[src/rtl/fpfl_pkg.sv]
package fpfl_pkg;

    // Request codes carried in the op field.
    localparam logic OP_ALLOCATE = 1'b0;
    localparam logic OP_RELEASE  = 1'b1;

    // Result status codes.
    localparam logic STS_DONE      = 1'b0;
    localparam logic STS_EXHAUSTED = 1'b1;

    typedef enum logic [1:0] {
        ST_CLEAR,
        ST_IDLE,
        ST_FETCH
    } t_state;

    // Commands from the controller to the datapath.
    typedef struct packed {
        logic clr_wr;
        logic alloc;
        logic release_req;
        logic fetch;
        logic load_out;
    } t_dp_cmd;

    // Status from the datapath to the controller.
    typedef struct packed {
        logic clr_last;
        logic head_end;
    } t_dp_sts;

endpackage

[src/rtl/fpfl_ctrl.sv]
module fpfl_ctrl
    import fpfl_pkg::*;
(
    input  logic    i_clk,
    input  logic    i_rst_n,
    input  logic    i_in_valid,
    input  logic    i_op,
    input  logic    i_out_ready,
    input  t_dp_sts i_sts,
    output logic    o_in_ready,
    output logic    o_out_valid,
    output t_dp_cmd o_cmd
);

    t_state r_state;
    t_state n_state;
    logic   r_out_valid;
    logic   n_out_valid;
    logic   accept;

    always_ff @(posedge i_clk) begin
        if (!i_rst_n) begin
            r_state     <= ST_CLEAR;
            r_out_valid <= 1'b0;
        end else begin
            r_state     <= n_state;
            r_out_valid <= n_out_valid;
        end
    end

    always_comb begin
        n_state    = r_state;
        o_cmd      = '0;
        o_in_ready = 1'b0;
        accept     = 1'b0;
        unique case (r_state)
            ST_CLEAR: begin
                o_cmd.clr_wr = 1'b1;
                if (i_sts.clr_last) begin
                    n_state = ST_IDLE;
                end
            end
            ST_IDLE: begin
                // The result register frees up when its content is taken this cycle.
                o_in_ready = !r_out_valid || i_out_ready;
                accept     = o_in_ready && i_in_valid;
                if (accept) begin
                    o_cmd.load_out = 1'b1;
                    if (i_op == OP_ALLOCATE) begin
                        o_cmd.alloc = 1'b1;
                        if (!i_sts.head_end) begin
                            n_state = ST_FETCH;
                        end
                    end else begin
                        o_cmd.release_req = 1'b1;
                    end
                end
            end
            ST_FETCH: begin
                o_cmd.fetch = 1'b1;
                n_state     = ST_IDLE;
            end
            default: begin
                n_state = ST_CLEAR;
            end
        endcase
        n_out_valid = o_cmd.load_out ? 1'b1 : (r_out_valid && !i_out_ready);
    end

    assign o_out_valid = r_out_valid;

endmodule

[src/rtl/fpfl_dp.sv]
module fpfl_dp
    import fpfl_pkg::*;
#(
    parameter int SLOTS  = 64,
    parameter int SLOT_W = $clog2(SLOTS),
    parameter int CNT_W  = $clog2(SLOTS + 1)
) (
    input  logic              i_clk,
    input  logic              i_rst_n,
    input  t_dp_cmd           i_cmd,
    input  logic [SLOT_W-1:0] i_release_slot,
    output t_dp_sts           o_sts,
    output logic              o_status,
    output logic [SLOT_W-1:0] o_granted_slot,
    output logic [CNT_W-1:0]  o_free_count
);

    localparam logic [CNT_W-1:0] END_MARK = CNT_W'(SLOTS);
    localparam logic [SLOT_W-1:0] LAST_SLOT = SLOT_W'(SLOTS - 1);

    // Link memory: each entry names the next free slot or holds the end mark.
    logic [CNT_W-1:0]  r_link_mem [SLOTS];
    logic [SLOT_W-1:0] r_clr_idx;
    logic [CNT_W-1:0]  r_head;
    logic [CNT_W-1:0]  r_head_link;
    logic [CNT_W-1:0]  r_free;
    logic [CNT_W-1:0]  n_head;
    logic [CNT_W-1:0]  n_head_link;
    logic [CNT_W-1:0]  n_free;
    logic              r_status;
    logic [SLOT_W-1:0] r_granted;
    logic [CNT_W-1:0]  r_out_free;
    logic              head_end;
    logic              rel_ok;

    assign head_end = (r_head >= END_MARK);
    assign rel_ok   = (CNT_W'(i_release_slot) < END_MARK);

    always_comb begin
        n_head      = r_head;
        n_head_link = r_head_link;
        n_free      = r_free;
        if (i_cmd.alloc && !head_end) begin
            n_head = r_head_link;
            n_free = (r_free != '0) ? r_free - CNT_W'(1) : '0;
        end else if (i_cmd.release_req && rel_ok) begin
            n_head      = CNT_W'(i_release_slot);
            n_head_link = r_head;
            n_free      = (r_free < END_MARK) ? r_free + CNT_W'(1) : END_MARK;
        end
    end

    always_ff @(posedge i_clk) begin
        if (i_cmd.clr_wr) begin
            r_link_mem[r_clr_idx] <= CNT_W'(r_clr_idx) + CNT_W'(1);
        end else if (i_cmd.release_req && rel_ok) begin
            r_link_mem[i_release_slot] <= r_head;
        end
    end

    always_ff @(posedge i_clk) begin
        if (!i_rst_n) begin
            r_clr_idx   <= '0;
            r_head      <= '0;
            r_head_link <= CNT_W'(1);
            r_free      <= END_MARK;
        end else begin
            if (i_cmd.clr_wr) begin
                r_clr_idx <= r_clr_idx + SLOT_W'(1);
            end
            r_head <= n_head;
            r_free <= n_free;
            if (i_cmd.fetch) begin
                if (!head_end) begin
                    r_head_link <= r_link_mem[r_head[SLOT_W-1:0]];
                end
            end else begin
                r_head_link <= n_head_link;
            end
        end
    end

    always_ff @(posedge i_clk) begin
        if (i_cmd.load_out) begin
            r_status   <= (i_cmd.alloc && head_end) ? STS_EXHAUSTED : STS_DONE;
            r_granted  <= (i_cmd.alloc && !head_end) ? r_head[SLOT_W-1:0] : '0;
            r_out_free <= n_free;
        end
    end

    assign o_sts.clr_last = (r_clr_idx == LAST_SLOT);
    assign o_sts.head_end = head_end;
    assign o_status       = r_status;
    assign o_granted_slot = r_granted;
    assign o_free_count   = r_out_free;

endmodule

[src/rtl/fixed_pool_free_list_allocator.sv]
// Channel   Dir  Handshake                        Payload
// s_axis    in   i_s_axis_tvalid/o_s_axis_tready  op, release_slot
// m_axis    out  o_m_axis_tvalid/i_m_axis_tready  status, granted_slot, free_count
//
// A release completes when it is accepted; an allocate that grants a slot then passes
// through a fetch state that reads the new head's link from the link memory into the prefetch register.
// An exhausted allocate completes when it is accepted, with no fetch state.
// After reset a clearing pass writes all SLOTS link entries to load the link chain; no transaction is
// accepted during it.
// A result waits in the output register; the next request is still accepted while the
// register is full, provided the waiting result is taken in that same cycle.
module fixed_pool_free_list_allocator
    import fpfl_pkg::*;
#(
    parameter int SLOTS = 64
) (
    input  logic i_clk,
    input  logic i_rst_n,
    input  logic i_s_axis_tvalid,
    output logic o_s_axis_tready,
    // Fields from bit 0 up: op, release_slot, zero padding.
    input  logic [((1 + $clog2(SLOTS) + 7) / 8) * 8 - 1:0] i_s_axis_tdata,
    output logic o_m_axis_tvalid,
    input  logic i_m_axis_tready,
    // Fields from bit 0 up: status, granted_slot, free_count, zero padding.
    output logic [((1 + $clog2(SLOTS) + $clog2(SLOTS + 1) + 7) / 8) * 8 - 1:0] o_m_axis_tdata
);

    localparam int SLOT_W  = $clog2(SLOTS);
    localparam int CNT_W   = $clog2(SLOTS + 1);
    localparam int OUT_W   = 1 + SLOT_W + CNT_W;
    localparam int OUT_PAD = ((OUT_W + 7) / 8) * 8 - OUT_W;

    t_dp_cmd           cmd;
    t_dp_sts           sts;
    logic              out_status;
    logic [SLOT_W-1:0] out_granted;
    logic [CNT_W-1:0]  out_free;

    // The controller sequences the clearing pass, request acceptance and link fetch.
    fpfl_ctrl u_ctrl (
        .i_clk       (i_clk),
        .i_rst_n     (i_rst_n),
        .i_in_valid  (i_s_axis_tvalid),
        .i_op        (i_s_axis_tdata[0]),
        .i_out_ready (i_m_axis_tready),
        .i_sts       (sts),
        .o_in_ready  (o_s_axis_tready),
        .o_out_valid (o_m_axis_tvalid),
        .o_cmd       (cmd)
    );

    // The datapath holds the link memory, head, prefetched link, count and result.
    fpfl_dp #(
        .SLOTS  (SLOTS),
        .SLOT_W (SLOT_W),
        .CNT_W  (CNT_W)
    ) u_dp (
        .i_clk          (i_clk),
        .i_rst_n        (i_rst_n),
        .i_cmd          (cmd),
        .i_release_slot (i_s_axis_tdata[SLOT_W:1]),
        .o_sts          (sts),
        .o_status       (out_status),
        .o_granted_slot (out_granted),
        .o_free_count   (out_free)
    );

    generate
        if (OUT_PAD > 0) begin : g_pad
            assign o_m_axis_tdata = {{OUT_PAD{1'b0}}, out_free, out_granted, out_status};
        end else begin : g_nopad
            assign o_m_axis_tdata = {out_free, out_granted, out_status};
        end
    endgenerate

    // A result never reports more free slots than the pool holds.
    a_free_bound: assert property (@(posedge i_clk) disable iff (!i_rst_n)
        o_m_axis_tvalid |-> (out_free <= CNT_W'(SLOTS)))
        else $error("free count above pool size");

    // An exhausted result grants nothing and reports an empty pool.
    a_exhausted: assert property (@(posedge i_clk) disable iff (!i_rst_n)
        (o_m_axis_tvalid && out_status == STS_EXHAUSTED) |->
            (out_granted == '0 && out_free == '0))
        else $error("exhausted result inconsistent");

    // A request is only taken when the result register can receive its result.
    a_no_overrun: assert property (@(posedge i_clk) disable iff (!i_rst_n)
        (i_s_axis_tvalid && o_s_axis_tready) |-> (!o_m_axis_tvalid || i_m_axis_tready))
        else $error("result register overrun");

    // Every accepted request presents a result in the next cycle.
    a_result_follows: assert property (@(posedge i_clk) disable iff (!i_rst_n)
        (i_s_axis_tvalid && o_s_axis_tready) |=> o_m_axis_tvalid)
        else $error("missing result");

endmodule
[config.mk]
export PLATFORM = sky130hd
export DESIGN_NAME = fixed_pool_free_list_allocator
export DESIGN_NICKNAME = d
export VERILOG_FILES = /design/src/rtl/fpfl_pkg.sv /design/src/rtl/fpfl_ctrl.sv /design/src/rtl/fpfl_dp.sv /design/src/rtl/fixed_pool_free_list_allocator.sv
export SDC_FILE = /design/constraint.sdc
export NUM_CORES = 1
export LEC_CHECK = 0
export BUFFER_PORTS_ARGS = -buffer_cell sky130_fd_sc_hd__buf_2
export CAP_MARGIN = 10
export CORE_MARGIN = 1.5
export CORE_UTILIZATION = 28
export CTS_BUF_LIST = sky130_fd_sc_hd__clkbuf_8
export CTS_CLUSTER_DIAMETER = 40
export DETAILED_ROUTE_END_ITERATION = 16
export GPL_TIMING_DRIVEN = 0
export SLEW_MARGIN = 20
export SYNTH_ARGS = -nofsm -noshare
export SYNTH_HDL_FRONTEND = slang
export SYNTH_SLANG_ARGS = --single-unit
[constraint.sdc]
create_clock -name i_clk -period 5.3 [get_ports i_clk]
set_clock_uncertainty 0.15 [all_clocks]
set_input_delay 1.325 -clock i_clk [delete_from_list [all_inputs] [get_ports i_clk]]
set_output_delay 1.325 -clock i_clk [all_outputs]
set_load 0.03 [all_outputs]
---- Yosys cells after proc, flatten, opt, wreduce, memory -nomap -nowiden ----
Memories as Yosys holds them, arrays and structs flattened. A register that Yosys moved wholly into a read port is not among the register bits.
Index checks and enable logic that the tools add are counted.
cells by class
  add/subtract/negate cells ............... 4
  magnitude comparators ................... 2
  reduce and logical (&&, ||, !) cells .... 15
  equality and inequality tests ........... 9
  muxes and demuxes ....................... 36
operators by type and width
  cell                   number
  $mux W7                11
  $mux W6                3
  $mux W1                15
  $mux W2                6
  $ne A2 B2 Y1 const B   5
  $add A6 B1 Y7 const B  1
  $add A7 B1 Y7 const B  1
  $ge A7 B7 Y1 const B   1
  $lt A7 B7 Y1 const B   1
  $reduce_bool A7 Y1     1
  $reduce_or A7 Y1       1
  $sub A7 B1 Y7 const B  1
  $add A6 B1 Y6 const B  1
  $eq A6 B6 Y1 const B   1
  $pmux W2 S3            1
  $logic_and A1 B1 Y1    4
  $reduce_and A4 Y1      1
  $reduce_bool A2 Y1     2
  $logic_not A1 Y1       3
  $reduce_and A3 Y1      1
  $eq A2 B1 Y1 const B   1
  $eq A2 B2 Y1 const B   1
  $logic_not A2 Y1       1
  $ne A2 B1 Y1 const B   1
  $logic_or A1 B1 Y1     1
word-level totals
  output and inout bits ................... 18
  logic and storage cells ................. 76
  memories kept ........................... 1
  RAM bits ................................ 448
  register bits after elaboration ......... 44
memory list
  memory           words  width  rd ports  clocked after Yosys merged registers in  wr ports  RTL line       source
  u_dp.r_link_mem  64     7      1         1                                        1         fpfl_dp.sv:22  logic [CNT_W-1:0] r_link_mem [SLOTS];

---- Longest topological paths before layout ----
Gate-level depths: netlist of the first run.
  word-level depth ........................ 10
  depth in mapped cells ................... 9
  depth with buffers taken out ............ 6

---- Modules after synthesis ----
A second synthesis of the first run with hierarchy kept.
second synthesis, totals
  cell total of the unflattened synthesis .. 1093
  area, all modules ....................... 20090.5 um2
modules (own cells, without submodules)
  module                          area an instance (um2)  cells each  instances
  fpfl_dp                         19902.8                 1067        1
  fpfl_ctrl                       161.4                   22          1
  fixed_pool_free_list_allocator  26.3                    4           1

---- Least setup slack after synthesis of the first run ----
Ideal clock, no wire load.
  path type ............................... input to register
  start ................................... in i_s_axis_tvalid
  end ..................................... mem u_dp.r_link_mem[0][6] (netlist bit) (data pin)
  stages on the path ...................... 6
  arrival ................................. 4.742 ns
  setup slack ............................. -0.313 ns
  path through ............................ buf_2 inv_1 nor3_1 buf_2 clkbuf_1 o31ai_1
on the way
  word-level cells in the longest chain between the ends .. 8
ends and longest elaborated chain
  element                        RTL line                              source
  start: declaration             fixed_pool_free_list_allocator.sv:19  input logic i_s_axis_tvalid,
  $logic_and A1 B1 Y1            fpfl_ctrl.sv:46                       accept = o_in_ready && i_in_valid;
  $mux W2                        fpfl_ctrl.sv:47                       if (accept) begin
  $mux W2                        fpfl_ctrl.sv:36                       unique case (r_state)
  $mux W1                        fpfl_dp.sv:56                         end else if (i_cmd.release_req && rel_ok) begin
  $mux W1                        fpfl_dp.sv:54                         if (i_cmd.clr_wr) begin
  $mux W1 (implied by the code)  fpfl_dp.sv:57                         r_link_mem[i_release_slot] <= r_head;
  $reduce_or A7 Y1 (no line)     --
  $mux W7 (no line)              --
  end: declaration               fpfl_dp.sv:22
Every way passes these cells.

---- Worst setup path after layout of the first run ----
  start ................................... in i_s_axis_tvalid
  end ..................................... mem u_dp.r_link_mem[37][6] (netlist bit), enable pin
on the way
  word-level cells in the longest chain between the ends .. 8
ends and longest elaborated chain
  element                                              RTL line
  $logic_and A1 B1 Y1 *                                fpfl_ctrl.sv:46
  $mux W2 *                                            fpfl_ctrl.sv:47
  $mux W2 *                                            fpfl_ctrl.sv:36
  $mux W1 *                                            fpfl_dp.sv:56
  $mux W1 *                                            fpfl_dp.sv:54
  $mux W1 (implied by the code) *                      fpfl_dp.sv:57
  $reduce_or A7 Y1 (no line)                           --
  $mux W6 (no line) / $mux W1 (equally long branches)  --
Mark *: on every way between the ends. The rest lies on a longest branch, timed or not.

==> out/qor.yml, run 1 <==
outcome:
  outcome: "completed"
floorplanning:
  die_y_um: 270.2
  die_x_um: 270.2
  start_util_pct: 28.39
  num_rows: 97
  coreArea_um2: 70390
  die_area_um2: 72990
  pin_count: 30
clock_network:
  clockBufferDepth: 3
  clkSinkCount: 498
  cts_tree: "done"
  cts_hold_buffers: 0
  htree_levels: 3
  clkLatencyLatePin_ns: 0.67
  cts_resized: 0
  clockRootBuffer: "clkbuf_8"
  cts_setup_buffers: 0
  cts.clk_slew.worst_paths_ns: 0.06
  numCtsBuffers: 83
power_and_ir_drop:
  p_int_mw: 6.063
  ir_worst_vdd_uv: 150.4
  swShare_pct: 21.85
  p_comb_share_pct: 2.4
  p_leak_nw: 7.218
  total_power_mw: 7.759
  seq_power_share_pct: 55.8
  p_switching_mw: 1.695
  power.density_nw_per_um2: 334.1
  clkPwrFrac_pct: 41.8
place:
  dp_slack_ns: 0.7086
  placed_cell_area_um2: 21650
  place.gp.congestion: 0.9109
  io_buffers: 25
  hpwl_mm: 33.69
logic_synthesis:
  ys.flop_type: "edfxtp_1"
  syn_inst: 1096
  yosys-top-cells-area: "edfxtp_1, mux4_2, dfxtp_1"
  ys_ff_latch: 498
  synth.largest_area_cell: "edfxtp_1"
  yosys_warnings: 0
  synth_cell_types: 57
  syn_avg_cell_area_um2: 18.23
  synth_edf_count: 462
  yosysSeqAreaShare_pct: 73.02
  syn_area_um2: 19990
  async_reset_ff_share_pct: 0
  synthDominantCellAreaShare_pct: 69.42
grt:
  antenna_found_initial: 0
  grt_usage_pct: 13.73
  grt_pass1_wl_mm: 74.04
  grt.overflow.total: 0
  grt_pass1_vias: 11170
  grt_max_degree: 41
sta:
  relSlewSlack_pct: 29.38
  rsz0062_at_grt: "false"
  post-route-min-period_ns: 3.969
  hold_viol_final: 0
  finalSetupViolations: 0
  timing.fmax_mhz: 251.9
  finalWorstSetupSlack_ns: 1.331
  post-route-period-util_pct: 74.89
  worst_pin_slew_ns: 1.059
  slew_viol_final: 0
worst_setup_path:
  slowest_delay_ns: 0.72
  arrival_ns: 4.10
  crit_top_cell: "buf_2"
  critPathLaunchType: "input pin"
  path_cells: "buf_2 > inv_1 > nor3_1 > buf_2 > mux2i_1 > nand2_1 > nor2_1"
  critPathSlowestCell: "nor2_1"
  path_max_fanout: 10
  critical_path_class: "input pin to register"
  end_kind: "register"
  required_ns: 5.43
min_path:
  hold_path_class: "register to register"
drt:
  num_vias: 11040
  viasPerCell: 4.955
  drt-initial-drc-count: 1184
  ant_nets: 0
  first_pass_iters: 7
  drc: 0
  drt-total-wl_mm: 50.27
  wl_per_cell_um: 22.56
finish:
  stdcell_area_um2: 23220
  syn_to_final_growth_pct: 16.20
  fin_util_pct: 32.99
  drive_gt1_share_pct: 24.16
  final_nets: 1237
job:
  max_cap_viol_count: 0
==> Yosys cell counts (4+ instances only) <==
| cell | number |
|---|---|
| edfxtp_1 | 462 |
| mux4_2 | 108 |
| nor2_1 | 96 |
| nand2_1 | 55 |
| a22oi_1 | 37 |
| dfxtp_1 | 36 |
| a21oi_1 | 25 |
| clkbuf_1 | 25 |
| mux2i_1 | 20 |
| buf_2 | 16 |
| nand2b_1 | 15 |
| nor2b_1 | 15 |
| mux2_2 | 14 |
| and2_1 | 12 |
| o21ai_0 | 11 |
| nand3_1 | 10 |
| a22o_1 | 9 |
| nor3_1 | 9 |
| a211oi_1 | 7 |
| a221oi_1 | 7 |
| a31oi_1 | 6 |
| buf_4 | 6 |
| inv_1 | 6 |
| buf_6 | 5 |
| nor4_1 | 5 |
| o22ai_1 | 5 |
| a2111oi_0 | 4 |
| a311oi_1 | 4 |
| buf_1 | 4 |
| ha_1 | 4 |
| nand4_1 | 4 |
| nor3b_1 | 4 |
| o211ai_1 | 4 |
| xnor2_1 | 4 |
==> layout by cell type, fill, tap and decap left out, types with 6 or more instances in the layout <==
master,Yosys,final
a211oi_1,7,7
a21oi_1,25,21
a221oi_1,7,7
a22o_1,9,9
a22oi_1,37,37
a31oi_1,6,6
and2_1,12,12
buf_2,16,41
buf_4,6,6
buf_6,5,6
buf_8,3,8
clkbuf_1,25,25
clkbuf_8,0,84
clkinv_1,0,15
clkinv_2,0,12
dfxtp_1,36,36
edfxtp_1,462,462
inv_1,6,34
mux2_2,14,14
mux2i_1,20,20
mux4_2,108,108
nand2_1,55,54
nand2b_1,15,15
nand3_1,10,10
nor2_1,96,96
nor2b_1,15,15
nor3_1,9,9
o21ai_0,11,10
==> critical path: cells and delay by family <==
family | cells | cell delay, ns
AND/OR/NAND/NOR | 3 | 1.54
buffers and inverters | 3 | 0.62
multiplexers | 1 | 0.61
==> power by group through the flow <==
| stage | Sequential, mW | Combinational, mW | Clock [mW] |
|---|---|---|---|
| after floorplan | 4.41 | 0.0896 | 0 |
| after global placement | 4.42 | 0.158 | 0 |
| after detailed placement | 4.41 | 0.188 | 0 |
| after CTS | 4.33 | 0.188 | 3.32 |
| after global routing | 4.33 | 0.202 | 3.49 |
| final | 4.33 | 0.187 | 3.25 |
==> final timing paths <==
check,startpoint,to,slack (ns),cells past startpoint
max reg2reg,u_ctrl.r_state[0]$_SDFFE_PN0P_,u_dp.r_link_mem[37][6]$_DFFE_PP_,1.63,6
max,i_s_axis_tvalid,u_dp.r_link_mem[37][6]$_DFFE_PP_,1.33,7
min reg2reg,u_dp.r_head[2]$_SDFFE_PN0N_,register,0.40,2
min,u_dp.r_head[2]$_SDFFE_PN0N_,register,0.40,2
==> routing by layer <==
metal	wire length, µm	track usage [%]	vias up
met3	3723	2.649	88
met1	21350	18.51	5745
li1	-	-	4725
met2	23600	21.73	482
met5	0	0	-
met4	1597	5.633	0
==> sequential cells by signal, indices dropped and copies added, names as in the netlist, named ones only <==
register             count
u_dp.r_head              7
u_dp.r_clr_idx           6
u_ctrl.o_out_valid       1
u_dp.r_link_mem        448
u_dp.o_granted_slot      6
u_dp.o_free_count        7
u_dp.r_head_link         7
u_ctrl.r_state           2
u_dp.o_status            1
u_dp.r_free              7
==> cells by family (layout without fill, tap and decap cells) <==
group | Yosys count | after routing | share of synthesized area (%)
flip-flops | 498 | 498 | 73.02
other | 1 | 3 | 0.01876
AND/OR/NAND/NOR | 237 | 237 | 5.503
XOR/XNOR | 7 | 7 | 0.3068
buffers and inverters | 65 | 255 | 1.790
multiplexers | 142 | 142 | 13.96
adder cells (fa/ha/maj) | 4 | 4 | 0.2504
AO/OA/AOI/OAI | 142 | 142 | 5.146
==> metrics by stage <==
step / std cells / hold WS [ns] / TNS (ns)
after global placement: 2062 / 0.3706 / -568.92
after CTS: 2227 / 0.3871 / 0
after detailed placement: 2076 / 0.3749 / 0
final: 2228 / 0.3970 / 0
after global routing: 2227 / 0.3989 / 0
after floorplan: 1097 / 0.3092 / 0
==> area by class of cell <==
class | count | area (µm²)
repair buffers | 39 | 409.1
diodes | 1 | 2.502
clock inverters | 67 | 417.9
clock buffers | 84 | 1156
multi-input cells | 534 | 5110
flip-flops and latches | 498 | 14590
fillers | 6784 | 47170
inverters | 6 | 22.52
well taps | 940 | 1176
plain buffers | 59 | 335.3
No activity file was read; power rests on OpenSTA's default activity.
==> inputs of run 2 (changes only) <==
- ABC_AREA: unset -> 1
- clock period: 5.3 -> 3.6 ns (I/O delays scaled with it)
==> run 2 against run 1 <==
Clock power increased by 58%. Core utilization increased by 0.37 points. Highest routed layer unchanged. Combinational power increased by 87%. Final cell count increased by 35%. Critical path depth unchanged.
==> out/qor.yml, run 2 <==
logic_synthesis:
  yosys-top-cells-area: "edfxtp_1, nand2_1, nand3_1"
  synth_compound_area_share_pct: 2.247  # -2.9 points
  synthTopCellsByCount: "nand2_1, edfxtp_1, nand3_1"
  syn_inst: 1836  # +68%
  syn_avg_cell_area_um2: 11.22  # -38%
  synth_xor_area_share_pct: 0.2551  # -0.052 points
  ys.flop_type: "edfxtp_1"
  synthDominantCellAreaShare_pct: 67.33  # -2.1 points
  yosys_warnings: 0  # unchanged
  ys_ff_latch: 498  # unchanged
  yosys.area_share.simple_pct: 23.13  # +18 points
  synth_most_common_cell: "nand2_1"
  synth_top_family_by_area: "simple AND/OR/NAND/NOR gates"
  yosysSeqAreaShare_pct: 70.83  # -2.2 points
  synth_cell_types: 37  # -35%
  synth_fa_ha_area_share_pct: 0.2429  # -0.0075 points
  synth_edf_count: 462  # unchanged
  syn_area_um2: 20600  # +3.1%
  synth.largest_area_cell: "edfxtp_1"
  async_reset_ff_share_pct: 0  # unchanged
  muxShareOfSynthArea_pct: 0  # -14 points
floorplanning:
  die_area_um2: 75220  # +3.1%
  coreArea_um2: 72830  # +3.5%
  pin_count: 30  # unchanged
  start_util_pct: 28.29  # -0.10 points
  num_rows: 99  # +2.1%
  die_y_um: 274.3  # +1.5%
  die_x_um: 274.3  # +1.5%
place:
  dpl.cell_count: 2844  # +37%
  hpwl_mm: 41.73  # +24%
  io_buffers: 26  # +4.0%
  place.gp.congestion: 0.9371  # +2.9%
worst_setup_path:
  critPathSlowestCell: "nor2_1"
  r2r-end: "u_dp.r_link_mem[22][1]$_DFFE_PP_"
  arrival_ns: 3.49  # -0.61 ns
  rr_worst_depth: 7  # +1
  r2r_setup_slack_ns: 0.24  # -1.39 ns
  critical_path_class: "register to register"
  path_max_fanout: 9  # -1
  critPathLaunchType: "register"
  required_ns: 3.73  # -1.70 ns
  path_cells: "nor2_4 > nand3_4 > nor2_8 > inv_4 > o21ai_4 > nand4_1 > nor2_1"
  slowest_delay_ns: 0.86  # +0.14 ns
  timing.rr.start: "u_ctrl.r_state[1]$_SDFFE_PN0P_"
  setup.worst_path.start: "u_ctrl.r_state[1]$_SDFFE_PN0P_"
  crit_end: "u_dp.r_link_mem[22][1]$_DFFE_PP_"
  end_kind: "register"
clock_network:
  clockBufferDepth: 3  # unchanged
  cts_hold_buffers: 0  # unchanged
  cts_setup_buffers: 0  # unchanged
  cts.clk_slew.worst_paths_ns: 0.06  # about the same
  numCtsBuffers: 88  # +6.0%
  clkLatencyLatePin_ns: 0.67  # about the same
  cts_resized: 0  # unchanged
  htree_levels: 3  # unchanged
  cts_tree: "done"
  clockRootBuffer: "clkbuf_8"
  clkSinkCount: 498  # unchanged
min_path:
  hold_path_class: "register to register"
drt:
  drc: 0  # unchanged
  first_pass_iters: 5  # -2
  wl_per_cell_um: 19.89  # -12%
  ant_nets: 0  # unchanged
  drt-total-wl_mm: 59.75  # +19%
  drt-initial-drc-count: 1654  # +40%
  viasPerCell: 4.887  # -1.4%
  num_vias: 14680  # +33%
finish:
  drive_gt1_share_pct: 13.11  # -11 points
  num-fill-cells: 7271  # +7.2%
  final_cell_mix: "nand2_1, edfxtp_1, nand3_1"
  fin_util_pct: 33.37  # +0.37 points
  syn_to_final_growth_pct: 17.95
  regMostFlops: "u_dp.r_link_mem"
  fin_cells: 3004  # +35%
  layout_commonest_cell: "nand2_1"
  final_nets: 1991  # +61%
  largest_register_ffs: 448  # unchanged
sta:
  post-route-min-period_ns: 3.359
  slew_viol_final: 0  # unchanged
  relSlewSlack_pct: 39.85  # +10 points
  hold_viol_final: 0  # unchanged
  post-route-period-util_pct: 93.31
  timing.fmax_mhz: 297.7
  finalSetupViolations: 0  # unchanged
  rsz0062_at_grt: "false"
  setup_tns_ns: 0  # unchanged
  worst_pin_slew_ns: 0.9023  # -0.1570 ns
power_and_ir_drop:
  power.density_nw_per_um2: 487.8  # +46%
  ir_worst_vdd_uv: 330.6  # +120%
  p_leak_nw: 8.625  # +19%
job:
  max_cap_viol_count: 0  # unchanged
grt:
  grt.overflow.total: 0  # unchanged
  grt_max_degree: 39  # -4.9%
  grt_pass1_vias: 14550  # +30%
  grt_pass1_wl_mm: 88.11  # +19%
  grt_usage_pct: 15.81  # +2.1 points
  antenna_found_initial: 1  # +1
outcome:
  outcome: "completed"
==> run 2: cell families after synthesis <==
group                    after synthesis
AND/OR/NAND/NOR                     1088
flip-flops                           498
buffers and inverters                155
AO/OA/AOI/OAI                         84
XOR/XNOR                               6
adder cells (fa/ha/maj)                4
other                                  1
==> run 2: how the worst min path moves through the flow <==
stage / start / to / slack [ns] / cells after the start
floorplan: u_dp.r_head_link[6]$_SDFFE_PN0P_ / u_dp.r_head_link[6]$_SDFFE_PN0P_ / 0.29 / 2
global placement: u_dp.r_head_link[5]$_SDFFE_PN0P_ / u_dp.r_head_link[5]$_SDFFE_PN0P_ / 0.31 / 2
detailed placement: u_dp.r_head_link[4]$_SDFFE_PN0P_ / u_dp.r_head_link[4]$_SDFFE_PN0P_ / 0.31 / 2
CTS: u_dp.r_head_link[3]$_SDFFE_PN0P_ / u_dp.r_head_link[3]$_SDFFE_PN0P_ / 0.32 / 2
global route: u_dp.r_head_link[4]$_SDFFE_PN0P_ / u_dp.r_head_link[4]$_SDFFE_PN0P_ / 0.34 / 2
finish: u_dp.r_head_link[3]$_SDFFE_PN0P_ / u_dp.r_head_link[3]$_SDFFE_PN0P_ / 0.32 / 2
==> run 2: per-stage QoR <==
step	area (µm²)	hold slack (ns)	setup WS, ns	total power, mW
detailed placement	22580	0.3143	-0.2990	6.843
finish	24300	0.3216	0.2408	11.85
CTS	24300	0.3224	0.3111	11.94
global placement	21940	0.3071	-3.445	6.765
global route	24300	0.3363	0.09190	12.19
floorplan	20610	0.2945	-0.2889	6.634
==> run 2: area by class of cell <==
cell class                      count  area, µm²  share of cell area, %
Antenna cell                        1      2.502                0.01030
Buffer                            104      481.7                  1.982
Clock buffer                       92       1266                  5.210
Clock inverter                     67      451.7                  1.859
Inverter                           51      193.9                 0.7980
Multi-Input combinational cell   1184       5466                  22.49
Sequential cell                   498      14590                  60.05
Tap cell                          959       1200                  4.937
Timing Repair Buffer               48      645.6                  2.657
==> run 2: worst max-delay path, delay by kind of cell, from the launching register on <==
kind	cells	cell delay, ns
AOI/OAI and AO/OA	1	0.35
and+or+nand+nor	5	2.01
DFF	1	0.39
buffers and inverters	1	0.08
==> run 2: report_power, final <==
group	total [mW]	leakage [nW]	switching, mW	internal [mW]
clock	5.13	0.969	2.38	2.75
combinational	0.349	3.28	0.241	0.109
sequential	6.37	4.38	0.0107	6.36
==> run 2: metal layers <==
| layer | track usage [%] | vias up | share of wire (%) |
|---|---|---|---|
| li1 | - | 6753 | - |
| met1 | 20.19 | 7137 | 42 |
| met2 | 25.37 | 635 | 47 |
| met3 | 2.899 | 156 | 7.1 |
| met4 | 8.603 | 0 | 4.7 |
| met5 | 0 | - | 0 |
==> inputs of run 3 (changes only) <==
- CORE_ASPECT_RATIO: unset -> 1.4
==> run 3 against run 2 <==
Sequential share of layout area is 0.98 points higher. Final area is 1.6% lower. Via count is 1.6% lower. Total power is 4.8% lower. Critical path depth is 4 higher. Clock power is 11% lower. Register-to-register slack better by 0.06 ns. Highest routed layer unchanged. Die area hardly changed. Global-route usage is 0.34 points higher. Hold slack better by 0.0020 ns. Sequential power hardly changed.
==> out/qor.yml, run 3 (synthesis gave the netlist of run 2 again) <==
sta:
  hold_viol_final: 0  # unchanged
  slew_viol_final: 0  # unchanged
  post-route-min-period_ns: 3.303  # -0.05645 ns
  hold_slack_ns: 0.3236  # +0.002023 ns
  relSlewSlack_pct: 36.32  # -3.5 points
  worst_pin_slew_ns: 0.9553  # +0.05298 ns
  post-route-period-util_pct: 91.74  # -1.6 points
  rsz0062_at_grt: "false"
  timing.fmax_mhz: 302.8  # +1.7%
  finalSetupViolations: 0  # unchanged
  finalWorstSetupSlack_ns: 0.2972  # +0.05645 ns
finish:
  diodes: 0  # -1
  stdcell_area_um2: 23910  # -1.6%
  fin_util_pct: 32.86  # -0.50 points
  regMostFlops: "u_dp.r_link_mem"
  largest_register_ffs: 448  # unchanged
  layout_commonest_cell: "nand2_1"
  final_cell_mix: "nand2_1, edfxtp_1, nand3_1"
  final_nets: 1978  # -0.65%
  multiInputGateArea_um2: 5466  # unchanged
  syn_to_final_growth_pct: 16.05
  drive_gt1_share_pct: 12.33  # -0.78 points
  num-fill-cells: 7216  # -0.76%
  ff_latch_area_um2: 14590  # unchanged
clock_network:
  clkLatencyLatePin_ns: 0.65  # -0.02 ns
  cts_hold_buffers: 0  # unchanged
  cts_setup_buffers: 0  # unchanged
  clockRootBuffer: "clkbuf_8"
  cts_tree: "done"
  clockBufferDepth: 3  # unchanged
  cts_resized: 0  # unchanged
  cts.clk_slew.worst_paths_ns: 0.07  # about the same
  htree_levels: 3  # unchanged
  numCtsBuffers: 74  # -16%
  clkSinkCount: 498  # unchanged
grt:
  grt.overflow.total: 0  # unchanged
  antenna_found_initial: 0  # -1
  grt_pass1_vias: 14620  # +0.45%
  grt_pass1_wl_mm: 89.84  # +2.0%
  grt_max_degree: 34  # -13%
  grt_usage_pct: 16.14  # +0.34 points
drt:
  first_pass_iters: 5  # unchanged
  drt-initial-drc-count: 1270  # -23%
  drc: 0  # unchanged
  ant_nets: 0  # unchanged
  viasPerCell: 4.861  # -0.53%
  drt-total-wl_mm: 60.25  # +0.85%
  num_vias: 14450  # -1.6%
  wl_per_cell_um: 20.27  # +1.9%
outcome:
  outcome: "completed"
power_and_ir_drop:
  power.density_nw_per_um2: 472.0  # -3.2%
  ir_worst_vdd_uv: 315.5  # -4.6%
  p_leak_nw: 8.438  # -2.2%
  total_power_mw: 11.29  # -4.8%
worst_setup_path:
  rr_worst_depth: 11  # +4
  r2r_setup_slack_ns: 0.30  # +0.06 ns
  arrival_ns: 3.42  # -0.07 ns
  r2r-end: "u_dp.r_link_mem[0][2]$_DFFE_PP_"
  critical_path_class: "register to register"
  path_max_fanout: 10  # +1
  end_kind: "register"
  critPathLaunchType: "register"
  required_ns: 3.72  # about the same
  timing.rr.start: "u_ctrl.o_out_valid$_SDFF_PN0_"
place:
  io_buffers: 26  # unchanged
  dp_slack_ns: -0.2892  # +0.009748 ns
  hpwl_mm: 43.91  # +5.2%
  place.gp.congestion: 0.9036  # -3.6%
  placed_cell_area_um2: 22470  # -0.50%
floorplanning:
  num_rows: 117  # +18%
  start_util_pct: 28.32  # +0.031 points
  coreArea_um2: 72760  # -0.11%
  pin_count: 30  # unchanged
  die_area_um2: 75240  # about the same
  die_x_um: 232.3  # -15%
  die_y_um: 324.0  # +18%
min_path:
  holdPathStages: 2  # unchanged
  hp-start: "u_dp.r_head_link[1]$_SDFFE_PN0P_"
  hold_path_class: "register to register"
  min_to: "u_dp.r_head_link[1]$_SDFFE_PN0P_"
job:
  max_cap_viol_count: 0  # unchanged
-- run 3: changes by cell type in the layout (fill, tap and decap cells not counted), moves of 3 or more --
cell / delta
buf_16: -8
buf_2: +3
buf_8: +4
clkbuf_8: -16
inv_1: -6
-- run 3: per-layer routing --
metal	vias to the layer above	global-route usage [%]	routed length [µm]	part of all wire, %
met5	-	0	0	0
met3	181	2.734	3531	5.9
met4	0	9.856	3701	6.1
li1	6708	-	-	-
met1	6965	17.50	21930	36
met2	593	29.16	31090	52
-- run 3: worst max path at each step --
stage,startpoint,endpoint,slack (ns)
floorplan,i_m_axis_tready,u_dp.r_link_mem[0][6]$_DFFE_PP_,-0.29
global placement,i_m_axis_tready,u_dp.r_link_mem[8][4]$_DFFE_PP_,-3.41
detailed placement,i_m_axis_tready,u_dp.r_link_mem[0][3]$_DFFE_PP_,-0.29
CTS,u_ctrl.o_out_valid$_SDFF_PN0_,u_dp.r_link_mem[0][0]$_DFFE_PP_,0.35
global route,u_ctrl.o_out_valid$_SDFF_PN0_,u_dp.r_link_mem[13][6]$_DFFE_PP_,0.15
finish,u_ctrl.o_out_valid$_SDFF_PN0_,u_dp.r_link_mem[0][2]$_DFFE_PP_,0.30
-- run 3: power breakdown --
group / internal, mW / switching [mW] / total, mW
combinational: 0.0942 / 0.246 / 0.340
sequential: 6.36 / 0.0101 / 6.37
clock: 2.34 / 2.23 / 4.58
-- run 3: worst max-delay path, cell delays in order (launching register included) --
cell and delay [ns]:
dfxtp_1 0.34, inv_1 0.05, nor2_1 0.14, inv_1 0.11, nand3_4 0.13, nor2_8 0.06
buf_6 0.14, nand2_1 0.19, nand2_4 0.16, inv_2 0.21, nand4_2 0.46, nor2_1 0.78
-- run 3: metrics by stage --
stage	TNS [ns]	cells
after CTS	0	2972
after detailed placement	-57.34	2838
final	0	2972
after floorplan	-110.85	1837
after global routing	0	2972
after global placement	-1244.38	2815
-- run 3: layout make-up --
class | instances | area share, %
sequential | 498 | 61.04
buffer | 104 | 2.015
clock buffer | 76 | 4.375
multi-input combinational | 1184 | 22.86
timing repair buffer | 49 | 2.261
clock inverter | 58 | 1.659
inverter | 51 | 0.8111
tap | 952 | 4.982
